**src/ors_pkg.sv**
```systemverilog
`timescale 1ns / 1ps

package ors_pkg;

  localparam int RomBits   = 64;
  localparam int ReqBytes  = 16;
  localparam int QDepth    = 2;
  localparam int QPtrW     = $clog2(QDepth);
  localparam int QCntW     = $clog2(QDepth + 1);
  localparam logic [6:0] DiscLimit = 7'd63;
  localparam logic [7:0] CrcPoly   = 8'h8C;

  typedef enum logic [1:0] {
    MODE_NEW,
    MODE_NEXT,
    MODE_RESP
  } mode_e;

  typedef enum logic [1:0] {
    OP_NEW,
    OP_NEXT,
    OP_RESP,
    OP_FINAL
  } op_e;

  typedef enum logic [1:0] {
    BK_IDLE,
    BK_REQ,
    BK_CHECK
  } bk_state_e;

  typedef struct packed {
    op_e        op;
    logic [3:0] idx;
    logic [7:0] data;
  } job_t;

  // Reflected CRC8, x^8+x^5+x^4+1, one byte.
  function automatic logic [7:0] crc8_byte(input logic [7:0] crc, input logic [7:0] v);
    logic [7:0] c;
    c = crc ^ v;
    for (int b = 0; b < 8; b++) begin
      if (c[0]) begin
        c = (c >> 1) ^ CrcPoly;
      end else begin
        c = c >> 1;
      end
    end
    return c;
  endfunction

endpackage

```
**src/onewire_rom_search_accelerator.sv**
```systemverilog
`timescale 1ns / 1ps
// A begin command and a final response byte each pass the queue and the idle state;
//   the request state then registers the first request byte, the check state the result.
// Throughput: a begin command yields 16 request bytes, one per cycle while pop keeps up;
//   each response byte is folded in the idle state; the sixteenth is then checked for CRC.
// Response bytes are folded into ROM, discrepancy and CRC as they arrive.
// Reset (rst, synchronous) clears the search state, byte count, queue and result valid flag.

module onewire_rom_search_accelerator
  import ors_pkg::*;
(
  input  logic               clk,
  input  logic               rst,
  input  logic               push,
  output logic               full,
  input  logic [1:0]         mode,
  input  logic [7:0]         response_byte,
  output logic               empty,
  input  logic               pop,
  output logic               kind,
  output logic [7:0]         request_byte,
  output logic [RomBits-1:0] rom_code,
  output logic               last_device,
  output logic               status,
  output logic [3:0]         family_discrepancy,
  output logic               last
);

  logic q_full;
  logic q_push;
  logic q_pop;
  logic q_valid;
  job_t wr_job;
  job_t rd_job;

  ors_front u_front (
    .clk           (clk),
    .rst           (rst),
    .push          (push),
    .full          (full),
    .mode          (mode),
    .response_byte (response_byte),
    .q_full        (q_full),
    .q_push        (q_push),
    .q_job         (wr_job)
  );

  ors_queue u_queue (
    .clk     (clk),
    .rst     (rst),
    .wr_en   (q_push),
    .wr_job  (wr_job),
    .q_full  (q_full),
    .rd_en   (q_pop),
    .q_valid (q_valid),
    .rd_job  (rd_job)
  );

  ors_back u_back (
    .clk                (clk),
    .rst                (rst),
    .q_valid            (q_valid),
    .q_job              (rd_job),
    .q_pop              (q_pop),
    .empty              (empty),
    .pop                (pop),
    .kind               (kind),
    .request_byte       (request_byte),
    .rom_code           (rom_code),
    .last_device        (last_device),
    .status             (status),
    .family_discrepancy (family_discrepancy),
    .last               (last)
  );

endmodule

```
**src/ors_queue.sv**
```systemverilog
`timescale 1ns / 1ps

module ors_queue
  import ors_pkg::*;
(
  input  logic clk,
  input  logic rst,
  input  logic wr_en,
  input  job_t wr_job,
  output logic q_full,
  input  logic rd_en,
  output logic q_valid,
  output job_t rd_job
);

  job_t             slots [QDepth];
  logic [QPtrW-1:0] wr_ptr;
  logic [QPtrW-1:0] rd_ptr;
  logic [QCntW-1:0] count;
  logic             do_wr;
  logic             do_rd;

  assign q_full  = (count == QCntW'(QDepth));
  assign q_valid = (count != '0);
  assign rd_job  = slots[rd_ptr];
  assign do_wr   = wr_en && !q_full;
  assign do_rd   = rd_en && q_valid;

  always_ff @(posedge clk) begin
    if (do_wr) begin
      slots[wr_ptr] <= wr_job;
    end
  end

  always_ff @(posedge clk) begin
    if (rst) begin
      wr_ptr <= '0;
      rd_ptr <= '0;
      count  <= '0;
    end else begin
      if (do_wr) begin
        wr_ptr <= (wr_ptr == QPtrW'(QDepth - 1)) ? '0 : wr_ptr + 1'b1;
      end
      if (do_rd) begin
        rd_ptr <= (rd_ptr == QPtrW'(QDepth - 1)) ? '0 : rd_ptr + 1'b1;
      end
      if (do_wr && !do_rd) begin
        count <= count + 1'b1;
      end else if (do_rd && !do_wr) begin
        count <= count - 1'b1;
      end
    end
  end

endmodule

```
**src/ors_front.sv**
```systemverilog
`timescale 1ns / 1ps

module ors_front
  import ors_pkg::*;
(
  input  logic       clk,
  input  logic       rst,
  input  logic       push,
  output logic       full,
  input  logic [1:0] mode,
  input  logic [7:0] response_byte,
  input  logic       q_full,
  output logic       q_push,
  output job_t       q_job
);

  logic [3:0] byte_cnt;
  logic [3:0] byte_cnt_next;
  logic       xfer;

  assign full = q_full;
  assign xfer = push && !q_full;

  always_comb begin
    byte_cnt_next = byte_cnt;
    q_push        = 1'b0;
    q_job.op      = OP_NEW;
    q_job.idx     = byte_cnt;
    q_job.data    = response_byte;
    if (xfer) begin
      case (mode_e'(mode))
        MODE_NEW: begin
          byte_cnt_next = '0;
          q_push        = 1'b1;
          q_job.op      = OP_NEW;
        end
        MODE_NEXT: begin
          byte_cnt_next = '0;
          q_push        = 1'b1;
          q_job.op      = OP_NEXT;
        end
        MODE_RESP: begin
          byte_cnt_next = byte_cnt + 1'b1;
          q_push        = 1'b1;
          q_job.op      = (byte_cnt == 4'(ReqBytes - 1)) ? OP_FINAL : OP_RESP;
        end
        default: begin
          // unused mode: drop
        end
      endcase
    end
  end

  always_ff @(posedge clk) begin
    if (rst) begin
      byte_cnt <= '0;
    end else begin
      byte_cnt <= byte_cnt_next;
    end
  end

endmodule

```
**src/ors_back.sv**
```systemverilog
`timescale 1ns / 1ps

module ors_back
  import ors_pkg::*;
(
  input  logic               clk,
  input  logic               rst,
  input  logic               q_valid,
  input  job_t               q_job,
  output logic               q_pop,
  output logic               empty,
  input  logic               pop,
  output logic               kind,
  output logic [7:0]         request_byte,
  output logic [RomBits-1:0] rom_code,
  output logic               last_device,
  output logic               status,
  output logic [3:0]         family_discrepancy,
  output logic               last
);

  bk_state_e          state, state_next;

  // search state
  logic [RomBits-1:0] rom_store, rom_store_next;
  logic [6:0]         disc, disc_next;
  logic [3:0]         fam_pos, fam_pos_next;
  logic               done, done_next;

  // response accumulation
  logic [RomBits-1:0] acc_rom, acc_rom_next;
  logic [6:0]         acc_lz, acc_lz_next;
  logic [3:0]         acc_fam, acc_fam_next;
  logic [7:0]         acc_crc, acc_crc_next;

  logic [3:0]         req_cnt, req_cnt_next;

  // result register
  logic               out_valid, out_valid_next;
  logic               load;
  logic               ld_kind, ld_last_device, ld_status, ld_last;
  logic [7:0]         ld_req;
  logic [RomBits-1:0] ld_rom;
  logic [3:0]         ld_fam;

  logic               out_free;
  logic               search_err;
  logic               lz_zero;
  logic [7:0]         req_calc;
  logic [5:0]         bit_pos;
  logic [6:0]         bit_num;

  assign empty    = !out_valid;
  assign out_free = !out_valid || pop;

  // request byte for the current count: direction bits on odd positions
  always_comb begin
    req_calc = '0;
    bit_pos  = '0;
    bit_num  = '0;
    for (int j = 0; j < 4; j++) begin
      bit_pos = {req_cnt, 2'(j)};
      bit_num = {1'b0, bit_pos} + 7'd1;
      if (bit_num < disc) begin
        req_calc[2*j+1] = rom_store[bit_pos];
      end else begin
        req_calc[2*j+1] = (bit_num == disc);
      end
    end
  end

  assign search_err = (acc_crc != 8'd0) || (disc == DiscLimit) || (acc_rom[7:0] == 8'd0);
  assign lz_zero    = (acc_lz == 7'd0);

  // fold one response byte: four direction bits and four conflict bits
  always_comb begin
    acc_rom_next = acc_rom;
    acc_lz_next  = (q_job.idx == 4'd0) ? 7'd0 : acc_lz;
    acc_fam_next = (q_job.idx == 4'd0) ? fam_pos : acc_fam;
    acc_crc_next = (q_job.idx == 4'd1) ? 8'd0 : acc_crc;
    for (int j = 0; j < 4; j++) begin
      acc_rom_next[{q_job.idx, 2'(j)}] = q_job.data[2*j+1];
      if (q_job.data[2*j] && !q_job.data[2*j+1]) begin
        acc_lz_next = {1'b0, q_job.idx, 2'(j)} + 7'd1;
        if (q_job.idx < 4'd2) begin
          acc_fam_next = {1'b0, q_job.idx[0], 2'(j)} + 4'd1;
        end
      end
    end
    // a ROM byte completes on every odd response byte
    if (q_job.idx[0]) begin
      acc_crc_next = crc8_byte(acc_crc_next, acc_rom_next[{q_job.idx[3:1], 3'b000} +: 8]);
    end
  end

  always_comb begin
    state_next     = state;
    rom_store_next = rom_store;
    disc_next      = disc;
    fam_pos_next   = fam_pos;
    done_next      = done;
    req_cnt_next   = req_cnt;
    q_pop          = 1'b0;
    load           = 1'b0;
    ld_kind        = 1'b0;
    ld_req         = '0;
    ld_rom         = '0;
    ld_last_device = 1'b0;
    ld_status      = 1'b0;
    ld_fam         = '0;
    ld_last        = 1'b0;
    case (state)
      BK_IDLE: begin
        if (q_valid) begin
          q_pop = 1'b1;
          case (q_job.op)
            OP_NEW: begin
              rom_store_next = '0;
              disc_next      = '0;
              fam_pos_next   = '0;
              done_next      = 1'b0;
              req_cnt_next   = '0;
              state_next     = BK_REQ;
            end
            OP_NEXT: begin
              req_cnt_next = '0;
              state_next   = BK_REQ;
            end
            OP_FINAL: begin
              state_next = BK_CHECK;
            end
            default: begin
            end
          endcase
        end
      end
      BK_REQ: begin
        if (out_free) begin
          load         = 1'b1;
          ld_req       = req_calc;
          ld_last      = (req_cnt == 4'(ReqBytes - 1));
          req_cnt_next = req_cnt + 1'b1;
          if (req_cnt == 4'(ReqBytes - 1)) begin
            state_next = BK_IDLE;
          end
        end
      end
      BK_CHECK: begin
        if (out_free) begin
          load       = 1'b1;
          ld_kind    = 1'b1;
          ld_last    = 1'b1;
          state_next = BK_IDLE;
          if (search_err) begin
            disc_next    = '0;
            fam_pos_next = '0;
            done_next    = 1'b0;
            ld_status    = 1'b1;
          end else begin
            rom_store_next = acc_rom;
            disc_next      = acc_lz;
            fam_pos_next   = acc_fam;
            done_next      = done || lz_zero;
            ld_rom         = acc_rom;
            ld_last_device = done || lz_zero;
            ld_fam         = acc_fam;
          end
        end
      end
      default: begin
        state_next = BK_IDLE;
      end
    endcase
    out_valid_next = (out_valid && !pop) || load;
  end

  always_ff @(posedge clk) begin
    if (rst) begin
      state     <= BK_IDLE;
      rom_store <= '0;
      disc      <= '0;
      fam_pos   <= '0;
      done      <= 1'b0;
      req_cnt   <= '0;
      out_valid <= 1'b0;
    end else begin
      state     <= state_next;
      rom_store <= rom_store_next;
      disc      <= disc_next;
      fam_pos   <= fam_pos_next;
      done      <= done_next;
      req_cnt   <= req_cnt_next;
      out_valid <= out_valid_next;
    end
  end

  always_ff @(posedge clk) begin
    if (state == BK_IDLE && q_valid && (q_job.op == OP_RESP || q_job.op == OP_FINAL)) begin
      acc_rom <= acc_rom_next;
      acc_lz  <= acc_lz_next;
      acc_fam <= acc_fam_next;
      acc_crc <= acc_crc_next;
    end
    if (load) begin
      kind               <= ld_kind;
      request_byte       <= ld_req;
      rom_code           <= ld_rom;
      last_device        <= ld_last_device;
      status             <= ld_status;
      family_discrepancy <= ld_fam;
      last               <= ld_last;
    end
  end

endmodule

```
**config.mk**
```make
export PLATFORM = sky130hd
export DESIGN_NAME = onewire_rom_search_accelerator
export DESIGN_NICKNAME = d
export VERILOG_FILES = /design/src/ors_pkg.sv /design/src/onewire_rom_search_accelerator.sv /design/src/ors_queue.sv /design/src/ors_front.sv /design/src/ors_back.sv
export SDC_FILE = /design/constraint.sdc
export NUM_CORES = 1
export LEC_CHECK = 0
export BUFFER_PORTS_ARGS = -buffer_cell sky130_fd_sc_hd__clkbuf_2
export CORE_MARGIN = 5
export CORE_UTILIZATION = 61
export CTS_BUF_LIST = sky130_fd_sc_hd__clkbuf_8 sky130_fd_sc_hd__clkbuf_16
export DETAILED_ROUTE_END_ITERATION = 8
export PLACE_DENSITY = 0.82
export SYNTH_ARGS = -nofsm -noshare
export SYNTH_HDL_FRONTEND = slang
export SYNTH_SLANG_ARGS = --single-unit
export TNS_END_PERCENT = 5
```
**constraint.sdc**
```tcl
create_clock -name clk -period 7.2 [get_ports clk]
set_clock_uncertainty 0.1 [all_clocks]
set_input_delay 0 -clock clk [delete_from_list [all_inputs] [get_ports clk]]
set_output_delay 0 -clock clk [all_outputs]
set_load 0.02 [all_outputs]
```
==> results by group <==
Floorplan
  – Row Count: 53
  – Starting Density: a little over three fifths
  – Core area: 21200 µm²
  – Die Wd: between 150 and 200 µm
  – Ports: between 90 and 100
  – Height of the die: between 150 and 200 µm
  – Die Area: around 25000 µm²

CTS
  – Num CTS Buffers: 28
  – Clock Path Buffers: 3
  – Post CTS Setup Buffer Count: 0
  – H-Tree Depth: 1
  – CTS tree: done
  – Worst-path clk slew: around 0.06 ns
  – Worst-Skew Late Latency: around 0.55 ns
  – Resize count post-CTS: 0
  – Root Driver: clkbuf_16
  – Cts hold-fix bufs: 13
  – Num Clock Sinks: 279

Global routing
  – Initial antenna violation count: 0
  – GRT overflow: 0
  – Largest net degree at the start of global routing: 93
  – Vias in the first global route: between 10000 and 15000
  – First-pass GRT wire length: between 50 and 60 mm
  – Total GRT Usage: ~29%

Routing
  – Top sig layer: met4
  – Wire length on met1: about 14 mm
  – Met2 WL: ~16 mm
  – First-pass iteration count of the detailed router: 6
  – DRC Markers: 0
  – Via-per-instance ratio: approximately 6.5
  – WL/cell: 22.6 µm
  – DR iter-0 viols: ~1200
  – Post-route ant nets: 0
  – DRT Wirelength: roughly 36 mm
  – WL met3: 4.25 mm
  – Vias: around 10000

Synth
  – Seq/Total Area, Yosys: between 50% and 60%
  – Cell count after synthesis: roughly 1200
  – #FFs+latches synth: roughly 280
  – Synth Flop Type: edfxtp_1
  – Syn_area_per_cell: 10.8 µm²
  – Synth area leader: edfxtp_1
  – Top cells by area, synth: edfxtp_1 (43%), dfxtp_1 (14%), a22oi_1 (4.5%)
  – Synth Warn #: 0
  – Synthesized area: ~13000 µm²
  – Post-synth EDFFs: about 190
  – Post-synthesis cell type count: between 60 and 70
  – Post-synth ARST share: 0%
  – Top-area cell type share of the netlist area: between 40% and 50%

STA
  – Final Cycle Share: a little under three quarters
  – Maximum clock rate: roughly 0.19 GHz
  – Final hold violation count: 0
  – Rel. slew slack: about a fifth
  – Worst slew pin tran: about 1.2 ns
  – Fin crit period: roughly 5.1 ns
  – Post-route setup TNS: 0 ns
  – Hold_ws: 0.0429 ns
  – Setup violators final: 0
  – RSZ-0062 raised after global routing: no
  – Count of pins over their slew limit: 0

Critical path
  – Worst Path Arrival: around 5.3 ns
  – Crit path max fanout: 36
  – Startpoint Class: flop
  – Required @ worst endpoint: approximately 7.4 ns
  – Crit path kind: reg -> reg
  – Critical Path Sink Type: flop
  – Cells on worst reg2reg path: 12

Power
  – Pleak: about 5.7 nW
  – Pwr Density: about 440 nW/µm²
  – VDD IR-drop max: roughly 0.37 mV

Hold path
  – Hold Crit Class: in -> reg
  – Hold Crit Depth: 3
  – Hold Path Origin: rst

Place
  – Gp weighted congestion: just under 1
  – Port bufs: 91
  – Hpwl dp: ~24 mm
  – Placed Cells: between 1500 and 2000

Layout
  – Fin nets: between 1000 and 1500
  – Synth-to-Final Area Change: 12.5%
  – Final Util: between 70% and 80%
  – Non-Filler Instances: 1585
  – Commonest cells after routing, fill and taps aside: edfxtp_1 (187), nor2_1 (131), nand2_1 (106)
  – Layout cells sized above 1: approximately 16%
  – Commonest non-fill, non-tap cell in the layout: edfxtp_1

Run status
  – Status: completed

Flow run
  – Max_cap viols: 0
-- final timing paths --
path                       end  slack (ns)
min          u_back.req_cnt[1]        0.04
max reg2reg  u_back.acc_crc[2]        2.06
max          u_back.acc_crc[2]        2.06
min reg2reg        u_back.done        0.39
-- through the flow --
stage / cell area (µm²) / worst slack [ns] / total power, mW
5_1_grt: 14900 / 1.75 / 6.83
3_5_place_dp: 13800 / 2.19 / 5.01
2_1_floorplan: 13200 / 1.88 / 4.30
3_3_place_gp: 13800 / 2.24 / 4.92
4_1_cts: 14900 / 2.13 / 6.49
6_report: 14900 / 2.06 / 6.52
-- synth_stat cells (5+ instances only) --
| cell | number |
|---|---|
| xor2_1 | 11 |
| or2_2 | 14 |
| nand3_1 | 21 |
| ha_1 | 24 |
| nand2_1 | 106 |
| mux2_2 | 5 |
| clkbuf_1 | 71 |
| nand3b_1 | 6 |
| buf_2 | 9 |
| nor4_1 | 8 |
| a31oi_1 | 14 |
| a22oi_1 | 80 |
| xnor2_1 | 8 |
| nor2_1 | 132 |
| a21o_1 | 6 |
| inv_1 | 25 |
| o21ai_0 | 92 |
| a211oi_1 | 21 |
| buf_4 | 6 |
| o22ai_1 | 8 |
| nor3_1 | 16 |
| a21oi_1 | 73 |
| nand2b_1 | 10 |
| and3_1 | 67 |
| dfxtp_1 | 92 |
| and2_1 | 9 |
| mux2i_1 | 13 |
| mux4_2 | 20 |
| edfxtp_1 | 187 |
-- kinds of logic (layout without fill, tap and decap cells) --
| kind of cell | count (synthesis) | in the layout | synth area share, % |
|---|---|---|---|
| buf+inv | 118 | 199 | 3.66 |
| simple gates | 411 | 411 | 14.8 |
| compound gates | 329 | 329 | 15.7 |
| fa+ha+maj | 24 | 24 | 2.27 |
| flops | 279 | 279 | 56.4 |
| mux | 39 | 39 | 4.99 |
| other cells | 1 | 5 | 0.0284 |
| xor+xnor | 24 | 24 | 2.13 |
-- cell type report --
cell class              instances  area [µm²]
diodes                          1        2.50
clock buffers                  31         753
clock inverters                21         183
fillers                      1489        6290
inverters                      27         101
multi-input cells             831        5320
flip-flops and latches        279        7460
well taps                     275         344
repair buffers                120         706
-- worst max-delay path, stage by stage (launching register included) --
cell,delay [ns]
dfxtp_1,0.31
buf_4,0.31
mux2i_4,0.73
inv_2,0.36
ha_1,0.68
or2_2,0.46
a211oi_1,0.26
a211oi_1,0.17
nor4_1,0.54
nor2_1,0.11
xor3_1,0.41
xnor3_1,0.38
o21ai_1,0.05
-- per-layer routing --
metal / GRT usage [%] / vias to the layer above
met1: 39.1 / 4920
met3: 5.80 / 129
met2: 44.8 / 664
met5: 0 / -
li1: - / 4662
met4: 12.8 / 0
-- sequential cells by signal (all words and copies together) (netlist names), 2 cells and up, named ones only --
register,cells
u_back.state,2
u_back.acc_lz,7
u_back.request_byte,4
u_back.req_cnt,4
u_back.disc,7
u_back.fam_pos,4
u_queue.slots,28
u_front.byte_cnt,4
u_back.acc_fam,4
u_back.acc_rom,64
u_back.family_discrepancy,4
u_back.rom_store,64
u_back.rom_code,64
u_back.acc_crc,8
u_queue.count,2
-- report_power, final --
group / switching, mW / internal (mW) / leakage (nW)
Clock: 0.616 / 0.859 / 0.481
Sequential: 0.315 / 2.29 / 2.50
Combinational: 1.60 / 0.837 / 2.74
(Power assumes the default switching activity.)
